## src/rtl/core/smae_pkg.sv

```systemverilog
// Package for the square matrix arithmetic engine.
// Holds the widths, command and operation codes and the controller-to-datapath structs.
// No dependencies.
package smae_pkg;

    localparam int MAX_DIM  = 8;
    localparam int DIM_W    = 3;
    localparam int ADDR_W   = 2 * DIM_W;
    localparam int DEPTH    = MAX_DIM * MAX_DIM;
    localparam int ELEM_W   = 16;
    localparam int PROD_W   = 2 * ELEM_W;
    localparam int VAL_W    = 35;
    localparam int SIZE_W   = 4;
    localparam int CMD_W    = 2;
    localparam int OP_W     = 2;
    localparam int CFG_IDX_W  = 2;
    localparam int CFG_DATA_W = 4;

    localparam logic [CMD_W-1:0] CMD_WRITE_A = 2'd0;
    localparam logic [CMD_W-1:0] CMD_WRITE_B = 2'd1;
    localparam logic [CMD_W-1:0] CMD_COMPUTE = 2'd2;

    localparam logic [OP_W-1:0] OP_ADD       = 2'd0;
    localparam logic [OP_W-1:0] OP_SUB       = 2'd1;
    localparam logic [OP_W-1:0] OP_TRANSPOSE = 2'd2;
    localparam logic [OP_W-1:0] OP_MULTIPLY  = 2'd3;

    localparam logic [CFG_IDX_W-1:0] CFG_MATRIX_SIZE = 2'd0;
    localparam logic [CFG_IDX_W-1:0] CFG_OPERATION   = 2'd1;

    localparam logic [SIZE_W-1:0] SIZE_RESET = 4'd8;

    // Pipeline stages between a read being issued and its result strobe, less one.
    localparam int DRAIN_CYCLES = 2;
    localparam int DRAIN_W      = 2;

    // Load word strobes from the controller.
    typedef struct packed {
        logic wr_a;
        logic wr_b;
    } t_wr_cmd;

    // One read-and-accumulate step issued by the controller.
    typedef struct packed {
        logic             rd_en;
        logic             first;
        logic             emit;
        logic             last;
        logic [OP_W-1:0]  op;
        logic [DIM_W-1:0] row;
        logic [DIM_W-1:0] col;
        logic [DIM_W-1:0] k;
    } t_step_cmd;

endpackage

```

## src/rtl/core/smae_ctrl.sv

```systemverilog
// Controller of the square matrix arithmetic engine: configuration registers,
// load word decoding and the row/column/term sequencer. Depends on smae_pkg.
module smae_ctrl import smae_pkg::*; (
    input  logic                  i_clk,
    input  logic                  i_rst_n,
    input  logic                  i_start,
    input  logic [CMD_W-1:0]      i_command,
    input  logic                  i_cfg_valid,
    input  logic [CFG_IDX_W-1:0]  i_cfg_index,
    input  logic [CFG_DATA_W-1:0] i_cfg_data,
    output logic                  o_busy,
    output t_wr_cmd               o_wr,
    output t_step_cmd             o_step
);

    typedef enum logic [2:0] {
        ST_IDLE  = 3'b001,
        ST_RUN   = 3'b010,
        ST_DRAIN = 3'b100
    } t_state;

    t_state             r_state, n_state;
    logic [SIZE_W-1:0]  r_size;
    logic [OP_W-1:0]    r_op_cfg;
    logic [OP_W-1:0]    r_op, n_op;
    logic [DIM_W-1:0]   r_last_idx, n_last_idx;
    logic [DIM_W-1:0]   r_row, n_row;
    logic [DIM_W-1:0]   r_col, n_col;
    logic [DIM_W-1:0]   r_k, n_k;
    logic [DRAIN_W-1:0] r_drain, n_drain;

    logic              accept;
    logic [SIZE_W-1:0] eff_size;
    logic              step_emit;

    assign o_busy = (r_state != ST_IDLE);
    assign accept = i_start && !o_busy;

    // A size above the array acts as the full array.
    assign eff_size = (r_size > SIZE_W'(MAX_DIM)) ? SIZE_W'(MAX_DIM) : r_size;

    assign o_wr.wr_a = accept && (i_command == CMD_WRITE_A);
    assign o_wr.wr_b = accept && (i_command == CMD_WRITE_B);

    assign step_emit = (r_op != OP_MULTIPLY) || (r_k == r_last_idx);

    assign o_step.rd_en = (r_state == ST_RUN);
    assign o_step.first = (r_k == '0);
    assign o_step.emit  = step_emit;
    assign o_step.last  = step_emit && (r_row == r_last_idx) && (r_col == r_last_idx);
    assign o_step.op    = r_op;
    assign o_step.row   = r_row;
    assign o_step.col   = r_col;
    assign o_step.k     = r_k;

    always_ff @(posedge i_clk) begin
        if (!i_rst_n) begin
            r_size   <= SIZE_RESET;
            r_op_cfg <= OP_ADD;
        end else if (i_cfg_valid) begin
            if (i_cfg_index == CFG_MATRIX_SIZE) begin
                r_size <= i_cfg_data;
            end else if (i_cfg_index == CFG_OPERATION) begin
                r_op_cfg <= i_cfg_data[OP_W-1:0];
            end
        end
    end

    always_comb begin
        n_state    = r_state;
        n_op       = r_op;
        n_last_idx = r_last_idx;
        n_row      = r_row;
        n_col      = r_col;
        n_k        = r_k;
        n_drain    = r_drain;
        unique case (r_state)
            ST_IDLE: begin
                if (accept && (i_command == CMD_COMPUTE) && (eff_size != '0)) begin
                    n_state    = ST_RUN;
                    n_op       = r_op_cfg;
                    n_last_idx = DIM_W'(eff_size - SIZE_W'(1));
                    n_row      = '0;
                    n_col      = '0;
                    n_k        = '0;
                end
            end
            ST_RUN: begin
                if (!step_emit) begin
                    n_k = r_k + DIM_W'(1);
                end else begin
                    n_k = '0;
                    if (r_col != r_last_idx) begin
                        n_col = r_col + DIM_W'(1);
                    end else begin
                        n_col = '0;
                        if (r_row != r_last_idx) begin
                            n_row = r_row + DIM_W'(1);
                        end else begin
                            n_state = ST_DRAIN;
                            n_drain = DRAIN_W'(DRAIN_CYCLES - 1);
                        end
                    end
                end
            end
            ST_DRAIN: begin
                if (r_drain == '0) begin
                    n_state = ST_IDLE;
                end else begin
                    n_drain = r_drain - DRAIN_W'(1);
                end
            end
            default: begin
                n_state = ST_IDLE;
            end
        endcase
    end

    always_ff @(posedge i_clk) begin
        if (!i_rst_n) begin
            r_state    <= ST_IDLE;
            r_op       <= OP_ADD;
            r_last_idx <= '0;
            r_row      <= '0;
            r_col      <= '0;
            r_k        <= '0;
            r_drain    <= '0;
        end else begin
            r_state    <= n_state;
            r_op       <= n_op;
            r_last_idx <= n_last_idx;
            r_row      <= n_row;
            r_col      <= n_col;
            r_k        <= n_k;
            r_drain    <= n_drain;
        end
    end

endmodule

```

## src/rtl/core/smae_dp.sv

```systemverilog
// Datapath of the square matrix arithmetic engine: the A and B element memories,
// the add/subtract/transpose/multiply term stage and the accumulator. Depends on smae_pkg.
module smae_dp import smae_pkg::*; (
    input  logic                     i_clk,
    input  logic                     i_rst_n,
    input  t_wr_cmd                  i_wr,
    input  t_step_cmd                i_step,
    input  logic [DIM_W-1:0]         i_wr_row,
    input  logic [DIM_W-1:0]         i_wr_col,
    input  logic signed [ELEM_W-1:0] i_wr_value,
    output logic                     o_valid,
    output logic signed [VAL_W-1:0]  o_value,
    output logic [DIM_W-1:0]         o_row,
    output logic [DIM_W-1:0]         o_col,
    output logic                     o_last
);

    logic signed [ELEM_W-1:0] mem_a [0:DEPTH-1];
    logic signed [ELEM_W-1:0] mem_b [0:DEPTH-1];

    logic [ADDR_W-1:0] wr_addr;
    logic [ADDR_W-1:0] rd_addr_a;
    logic [ADDR_W-1:0] rd_addr_b;

    logic signed [ELEM_W-1:0] r_rd_a;
    logic signed [ELEM_W-1:0] r_rd_b;
    t_step_cmd                r_s1;
    t_step_cmd                r_s2;
    logic                     r_v1;
    logic                     r_v2;
    logic signed [VAL_W-1:0]  r_term, n_term;
    logic signed [PROD_W-1:0] prod;
    logic signed [VAL_W-1:0]  r_acc;
    logic                     r_out_valid;
    logic [DIM_W-1:0]         r_out_row;
    logic [DIM_W-1:0]         r_out_col;
    logic                     r_out_last;

    assign wr_addr = {i_wr_row, i_wr_col};

    // Transpose reads A with row and column swapped; multiply walks the row of A and the column of B along k.
    always_comb begin
        unique case (i_step.op)
            OP_TRANSPOSE: begin
                rd_addr_a = {i_step.col, i_step.row};
                rd_addr_b = {i_step.row, i_step.col};
            end
            OP_MULTIPLY: begin
                rd_addr_a = {i_step.row, i_step.k};
                rd_addr_b = {i_step.k, i_step.col};
            end
            default: begin
                rd_addr_a = {i_step.row, i_step.col};
                rd_addr_b = {i_step.row, i_step.col};
            end
        endcase
    end

    always_ff @(posedge i_clk) begin
        if (i_wr.wr_a) begin
            mem_a[wr_addr] <= i_wr_value;
        end
        r_rd_a <= mem_a[rd_addr_a];
    end

    always_ff @(posedge i_clk) begin
        if (i_wr.wr_b) begin
            mem_b[wr_addr] <= i_wr_value;
        end
        r_rd_b <= mem_b[rd_addr_b];
    end

    assign prod = r_rd_a * r_rd_b;

    always_comb begin
        unique case (r_s1.op)
            OP_ADD:       n_term = VAL_W'(r_rd_a) + VAL_W'(r_rd_b);
            OP_SUB:       n_term = VAL_W'(r_rd_a) - VAL_W'(r_rd_b);
            OP_TRANSPOSE: n_term = VAL_W'(r_rd_a);
            default:      n_term = VAL_W'(prod);
        endcase
    end

    always_ff @(posedge i_clk) begin
        r_term <= n_term;
        r_s1   <= i_step;
        r_s2   <= r_s1;
        if (r_v2) begin
            r_acc      <= r_s2.first ? r_term : r_acc + r_term;
            r_out_row  <= r_s2.row;
            r_out_col  <= r_s2.col;
            r_out_last <= r_s2.last;
        end
    end

    always_ff @(posedge i_clk) begin
        if (!i_rst_n) begin
            r_v1        <= 1'b0;
            r_v2        <= 1'b0;
            r_out_valid <= 1'b0;
        end else begin
            r_v1        <= i_step.rd_en;
            r_v2        <= r_v1;
            r_out_valid <= r_v2 && r_s2.emit;
        end
    end

    assign o_valid = r_out_valid;
    assign o_value = r_acc;
    assign o_row   = r_out_row;
    assign o_col   = r_out_col;
    assign o_last  = r_out_last;

endmodule

```

## src/rtl/core/square_matrix_arith_engine.sv

```systemverilog
// Square matrix arithmetic engine: element loads are accepted back to back while not busy.
// A compute word keeps busy high through one step per element (add, subtract, transpose)
// or per term (multiply, one multiply-accumulate per cycle through the memories), then drain.
// Results stream one word per element; for add, subtract and transpose the first strobe
// follows the compute word through the sequencer, read, term and accumulator registers.
// Synchronous active-low reset sets size 8 and add; the matrix memories are not cleared.
module square_matrix_arith_engine import smae_pkg::*; (
    input  logic                     i_clk,
    input  logic                     i_rst_n,
    input  logic                     i_start,
    output logic                     o_busy,
    input  logic [CMD_W-1:0]         i_command,
    input  logic [DIM_W-1:0]         i_row_index,
    input  logic [DIM_W-1:0]         i_column_index,
    input  logic signed [ELEM_W-1:0] i_element_value,
    input  logic                     i_cfg_valid,
    output logic                     o_cfg_ready,
    input  logic [CFG_IDX_W-1:0]     i_cfg_index,
    input  logic [CFG_DATA_W-1:0]    i_cfg_data,
    output logic                     o_result_strobe,
    output logic signed [VAL_W-1:0]  o_result_value,
    output logic [DIM_W-1:0]         o_result_row,
    output logic [DIM_W-1:0]         o_result_column,
    output logic                     o_last_element
);

    t_wr_cmd   wr_cmd;
    t_step_cmd step_cmd;

    assign o_cfg_ready = 1'b1;

    smae_ctrl u_ctrl (
        .i_clk       (i_clk),
        .i_rst_n     (i_rst_n),
        .i_start     (i_start),
        .i_command   (i_command),
        .i_cfg_valid (i_cfg_valid),
        .i_cfg_index (i_cfg_index),
        .i_cfg_data  (i_cfg_data),
        .o_busy      (o_busy),
        .o_wr        (wr_cmd),
        .o_step      (step_cmd)
    );

    smae_dp u_dp (
        .i_clk      (i_clk),
        .i_rst_n    (i_rst_n),
        .i_wr       (wr_cmd),
        .i_step     (step_cmd),
        .i_wr_row   (i_row_index),
        .i_wr_col   (i_column_index),
        .i_wr_value (i_element_value),
        .o_valid    (o_result_strobe),
        .o_value    (o_result_value),
        .o_row      (o_result_row),
        .o_col      (o_result_column),
        .o_last     (o_last_element)
    );

endmodule

```

## config.mk

```make
export PLATFORM = sky130hd
export DESIGN_NAME = square_matrix_arith_engine
export DESIGN_NICKNAME = d
export VERILOG_FILES = /design/src/rtl/core/smae_pkg.sv /design/src/rtl/core/smae_ctrl.sv /design/src/rtl/core/smae_dp.sv /design/src/rtl/core/square_matrix_arith_engine.sv
export SDC_FILE = /design/constraint.sdc
export NUM_CORES = 2
export LEC_CHECK = 0
export ABC_AREA = 0
export BUFFER_PORTS_ARGS = -buffer_cell sky130_fd_sc_hd__buf_2
export CORE_ASPECT_RATIO = 1.5
export CORE_MARGIN = 5
export CORE_UTILIZATION = 54
export CTS_CLUSTER_SIZE = 30
export DETAILED_ROUTE_END_ITERATION = 7
export PLACE_DENSITY = 0.75
export SETUP_SLACK_MARGIN = 0.05
export SYNTH_ARGS = -nofsm -noshare
export SYNTH_HDL_FRONTEND = slang
export SYNTH_SLANG_ARGS = --single-unit
```

## constraint.sdc

```tcl
create_clock -name i_clk -period 7 [get_ports i_clk]
set_clock_uncertainty 0.2 [all_clocks]
set_input_delay 0.7 -clock i_clk [delete_from_list [all_inputs] [get_ports i_clk]]
set_output_delay 0.7 -clock i_clk [all_outputs]
set_load 0.02 [all_outputs]
```

== After elaboration in Yosys (flattened, before gate mapping) ==
Memory sizes are Yosys's and may differ from the RTL's. A register that Yosys moved wholly into a read port is not among the register bits.
Cells that the tools add are included.
Operators by class
  add/subtract/negate cells: 8
  $mul: 1
  div/mod/pow operators: 0
  order comparisons: 1
  equality and inequality tests: 24
  shift-type cells: 0
  multiplexer cells: 30
  bitwise gates (word level): 1
  reductions and logical operators: 26
Operators by type and width (number)
  case mux 35 bit (3 select lines): 1
  2-to-1 mux 3 bit: 12
  adder 35 bit: 1
  2-to-1 mux 35 bit: 1
  multiplier 16 x 16 -> 32 bit: 1
  case mux 3 bit (2 select lines): 3
  adder 16 x 16 -> 17 bit: 1
  subtractor 16 x 16 -> 17 bit: 1
  AND reduction 5 bit: 3
  inequality test 2 bit, second input constant: 6
  case mux 6 bit (2 select lines): 1
  adder 3 x 1 -> 3 bit, second input constant: 3
  == test 3 bit: 3
  case mux 3 bit (3 select lines): 1
  == test 2 bit, second input constant: 4
  logical AND 1 bit: 8
  zero test 2 bit: 4
  2-to-1 mux 2 bit: 4
  == test 2 x 1 -> 1 bit, second input constant: 3
  2-to-1 mux 6 bit: 1
  inequality test 3 bit: 2
  AND reduction 2 bit: 3
  AND reduction 3 bit: 2
  greater-than comparator 4 bit, second input constant: 1
  16 further kinds: 21
Word-level totals
  register bits: 125
  latch bits: 0
  memory bits (writable): 2048
  bits in read-only memories: 0
  input bits: 34
  output and inout port bits: 45
  logic and storage cells: 121
  memories kept: 2
Memory list
  u_dp.mem_a: depth 64, width 16, read ports 1, clocked after memory_dff 1, wr ports 1, line smae_dp.sv:18  | logic signed [ELEM_W-1:0] mem_a [0:DEPTH-1];
  u_dp.mem_b: depth 64, width 16, read ports 1, clocked after memory_dff 1, wr ports 1, line smae_dp.sv:19  | logic signed [ELEM_W-1:0] mem_b [0:DEPTH-1];

== Depth between registers and ports, before layout ==
  depth after elaboration: 7
  depth in mapped cells: 23
  mapped depth without buffers: 23

== By module ==
A second synthesis with hierarchy kept.
Second synthesis, totals
  cell total of the unflattened synthesis: 5304
  area, all modules: 96610.2 µm²
Modules (own cells, without submodules)
  smae_dp: times used 1, cells an instance 5156, area an instance 95248.9 µm², seq. area each 64501.9 µm²
  smae_ctrl: times used 1, cells an instance 146, area an instance 1350.0 µm², seq. area each 500.5 µm²
  square_matrix_arith_engine: times used 1, cells an instance 2, area an instance 11.3 µm², seq. area each 0.0 µm²

== Worst setup path after synthesis ==
OpenSTA, ideal clock, no wires.
  kind: reg2reg
  start point: register u_dp.r_rd_a[15], read port of u_dp.mem_a
  end point: register u_dp.r_term[33]
  library setup time: 0.087 ns
  data arrival time: 5.839 ns
  data required time: 6.713 ns
  slack: 0.874 ns
  stages on the path, launching flop included: 20
  buffers on the path: 1
  period minus slack after synthesis: 6.126 ns
  cells stage by stage: dfxtp_1 > clkbuf_1 > nand2_1 > inv_1 > fa_1 > fa_1 > fa_1 > fa_1 > fa_1 > inv_1 > fa_1 > inv_1 > ha_1 > and3_1 > o2111ai_1 > o211ai_1 > nand3_1 > a41o_1 > and3_1 > o31ai_1
On the way
  longest elaborated chain between the ends: 2
  elaborated cells on any way between the ends: 4
  those cells by class: add/sub (2); mul (1); mux (1)
RTL lines
  from (decl): line smae_dp.sv:25  | logic signed [ELEM_W-1:0] r_rd_a;
  multiplier 16 x 16 -> 32 bit (tied with other cells): line smae_dp.sv:73  | assign prod = r_rd_a * r_rd_b;
  case mux 35 bit (3 select lines) *: line smae_dp.sv:76  | unique case (r_s1.op)
  to (signal assigned): line smae_dp.sv:85  | r_term <= n_term;
  to (decl): line smae_dp.sv:31  | logic signed [VAL_W-1:0] r_term, n_term;
Mark *: on every way between the ends. The rest lies on a longest branch, timed or not.
A chain may end at the register's enable or synchronous reset.

== Worst setup path in the final report ==
  start point: register u_dp.r_rd_b[8], read port of u_dp.mem_b
  end point: register u_dp.r_term[30]
On the way
  longest elaborated chain between the ends: 2
  elaborated cells on any way between the ends: 4
  those cells by class: add/sub (2); mul (1); mux (1)
RTL lines
  from (decl): line smae_dp.sv:26  | logic signed [ELEM_W-1:0] r_rd_b;
  multiplier 16 x 16 -> 32 bit (tied with other cells): line smae_dp.sv:73
  case mux 35 bit (3 select lines) *: line smae_dp.sv:76
  named net u_dp.n_term[30]: line smae_dp.sv:31
Mark *: on every way through the listed nets, which the timed path passes. The rest lies on a longest branch.

==> impl_metrics.yaml <==
run_status:
  status: "completed"
yosys:
  synth_area_leaders: "edfxtp_1 (65%), mux4_2 (13%), fa_1 (5.5%), dfxtp_1 (2.3%), ha_1 (2.0%)"
  synth_top_family_by_area: "multiplexers"
  synth-xor-area-share_pct: 0.695
  synth-seq-cells: 2202
  synth_cell_types: 77
  synthesis.nets: 5808
  ys_seq_area_share_pct: 67.0
  yosysTopAreaCell: "edfxtp_1"
  yosys.area_share.simple_pct: 3.96
  synth_edf_count: 2090
  async_reset_ff_share_pct: 0
  synth-compound-area-share_pct: 3.76
  syn_area_um2: 97000
  synthAdderAreaFrac_pct: 7.47
  synth_area_per_cell_um2: 18.1
  ys_warn_count: 0
  muxShareOfSynthArea_pct: 14.4
  synthFlopType: "edfxtp_1"
  synth.top_cell.area_share_pct: 64.7
  syn-instance-count: 5354
worst_setup_path:
  regToRegStartpoint: "u_dp.r_rd_b[8]"
  worstPathRequired_ns: 7.44
  critPathKind: "flip-flop to flip-flop"
  r2r_slack_ns: 0.40
  r2r_end: "u_dp.r_term[30]"
  crit_arrival_ns: 7.04
  cp-start-kind: "flip-flop"
  worstPathMaxFanout: 9
  crit_path_end_kind: "flip-flop"
  reg2reg_depth: 21
pwr:
  leakage_nw: 36.7
  power_w: 0.0270
  power-per-cell-area_nw_per_um2: 251
  ir_worst_vdd_uv: 206
  switching_share_pct: 21.7
  p_sw_w: 0.00585
  clkPwrFrac_pct: 40.1
  combPwrFrac_pct: 6.4
  p_seq_share_pct: 53.5
  internal-power_w: 0.0212
placement:
  routabilityCongestion: 0.917
  post-place-cells: 7783
  dpl_cell_area_um2: 101000
  pre_cts_slack_ns: 0.339
  dp_hpwl_mm: 146
  portBuffers: 77
cts:
  cts_buffers: 202
  clkTransAtPathRegs_ns: 0.06
  cts_root_buffer: "clkbuf_16"
  cts_buffer_depth: 4
  clk_latency_ns: 0.85
  cts_tree: "yes"
  cts.sinks: 2202
  htree_num_levels: 4
  postCtsSetupRepairBufs: 0
route:
  num_vias: 50300
  first_pass_iters: 5
  postRouteAntennaNets: 0
  first_iter_violations: 4960
  wl_per_cell_um: 28.3
  viasPerCell: 6.17
  routed_wirelength_mm: 231
  route.detailed.drc: 0
timing:
  finalWorstSetupSlack_ns: 0.399
  fin_setup_tns_ns: 0
  grt_setup_unrepaired: "false"
  final.min_clock_period_ns: 6.60
  fin_crit_sh_pct: 94.3
  drv_slew: 0
  fmax_ghz: 0.151
  tightest_slew_ns: 1.31
  hold_violations: 0
  finalSetupViolCount: 0
  slew_headroom_pct: 12.1
layout:
  fill_cells: 12700
  drive_gt1_share_pct: 21.4
  final_nets: 6045
  fin_cells: 8153
  design_area_um2: 108000
  area_delta_synth_final_pct: 10.8
run:
  cap_violations: 0
grt:
  grt_pass1_vias: 53000
  track_usage_pct: 24.8
  grt_max_degree: 129
  antenna_found_initial: 9
  grt_overflow: 0
  grt_pass1_wl_mm: 345
floorplanning:
  dieWidth_um: 356
  core_um2: 179000
  start_util_pct: 54.3
  die_h_um: 529
  dieArea_um2: 188000
  rows: 190
  ios: 79
hold_path:
  hold_depth: 1
  hold_start: "i_element_value[13]"
  min_to: "u_dp.mem_b[34][13]"
  hp-class: "input pin to flip-flop"
[power groups by stage]
stage | combinational (W) | clock, W | sequential, W
after floorplan | 0.00111 | 0 | 0.0147
after global placement | 0.00166 | 0 | 0.0147
after detailed placement | 0.00170 | 0 | 0.0147
after CTS | 0.00171 | 0.0110 | 0.0144
after global routing | 0.00190 | 0.0116 | 0.0144
final | 0.00172 | 0.0108 | 0.0144
[routing by layer]
metal	vias up	track usage [%]	share of wire [%]
met3	497	3.46	6.9
met5	-	0	0.0056
met2	2261	43.4	52
li1	21200	-	-
met4	2	10.7	5.1
met1	26300	31.1	36
[placed cells by master, fill, tap and decap left out, types with 84 or more instances in the layout]
cell type  instances
edfxtp_1        2090
dfxtp_1          102
nor2_1           196
ha_1             155
inv_1            356
nand2_1          246
a21oi_1          170
mux4_2           577
buf_4            218
a211oi_1         135
fa_1             265
and2_1           115
nor2b_1           92
o21ai_0           97
clkbuf_16        203
mux2i_1           84
[metrics by stage]
stage	hold WS [ns]	utilization, %
floorplan	0.110	-
CTS	0.0350	60.1
global route	0.0511	60.1
finish	0.0759	60.1
detailed placement	0.112	56.5
global placement	0.112	56.5
[layout make-up]
class / count / area, um^2 / share of cell area (%)
Sequential cell: 2202 / 65000 / 60.5
Multi-Input combinational cell: 2535 / 29600 / 27.5
Clock buffer: 235 / 5230 / 4.86
Tap cell: 2400 / 3000 / 2.79
Timing Repair Buffer: 294 / 2200 / 2.05
Inverter: 356 / 1340 / 1.24
Clock inverter: 129 / 1180 / 1.09
Antenna cell: 2 / 5.00 / 0.00465
[cell usage after synthesis, drive strengths merged, types with 6 or more instances]
library cell and n:
edfxtp 2090, mux4 577, inv 356, fa 265, nand2 247, nor2 217, a21oi 172, ha 155
a211oi 145, clkbuf 142, buf 119, and2 115, dfxtp 112, o21ai 103, nor2b 93, mux2i 89
xnor2 47, xor2 30, a21o 26, nand3 26, nand2b 22, a31oi 21, nor3 18, and3 16
o21bai 13, o211ai 10, mux2 9, nor4 9, o31ai 9, a21boi 8, o21a 8, nor3b 7
a211o 6, nand4 6
[worst max-delay path by stage]
stage               startpoint         endpoint  slack (ns)
6_report        u_dp.r_rd_b[8]  u_dp.r_term[30]        0.40
5_1_grt         u_dp.r_rd_a[6]  u_dp.r_term[33]        0.08
4_1_cts         u_dp.r_rd_b[4]  u_dp.r_term[30]        0.31
3_5_place_dp    u_dp.r_rd_b[4]  u_dp.r_term[30]        0.34
3_3_place_gp    u_dp.r_rd_b[4]  u_dp.r_term[30]        0.45
2_1_floorplan  u_dp.r_rd_a[15]  u_dp.r_term[33]        0.87
[state kept, by name, indices dropped and copies added (netlist names), 4 cells and up]
signal and count:
u_dp.r_rd_a 16, u_dp.r_term 32, u_dp.r_rd_b 16, u_dp.mem_a 1024, u_dp.o_value 35, u_ctrl.r_size 4, u_dp.mem_b 1024, u_dp.r_s2 9
u_dp.r_s1 11
[logic make-up (layout without fill, tap and decap cells)]
logic type / count (synthesis) / count (layout)
flip-flops: 2202 / 2202
AND/OR/NAND/NOR: 801 / 801
multiplexers: 675 / 675
buffers and inverters: 617 / 1014
AO/OA/AOI/OAI: 561 / 561
adder cells (fa/ha/maj): 420 / 420
XOR/XNOR: 77 / 77
other: 1 / 3
[critical path, stage by stage, from the launching register on]
cell	delay (ns)
dfxtp_1	0.55
buf_4	0.24
nand2_1	0.08
fa_1	0.52
inv_1	0.06
fa_1	0.48
fa_1	0.60
fa_1	0.44
fa_1	0.50
inv_1	0.06
fa_1	0.52
inv_1	0.05
ha_1	0.35
a21o_1	0.21
a21oi_1	0.13
o21ai_0	0.17
a211oi_1	0.30
a22oi_2	0.17
a211o_1	0.35
a31oi_1	0.21
xnor2_1	0.15
o21ai_0	0.10
[what timing repair did]
item,CTS,global route
resized for setup,0,4
hold buffers,4,0
endpoints found under the setup margin,0,3
hold endpoints to repair,6,0
(Power assumes the default switching activity.)
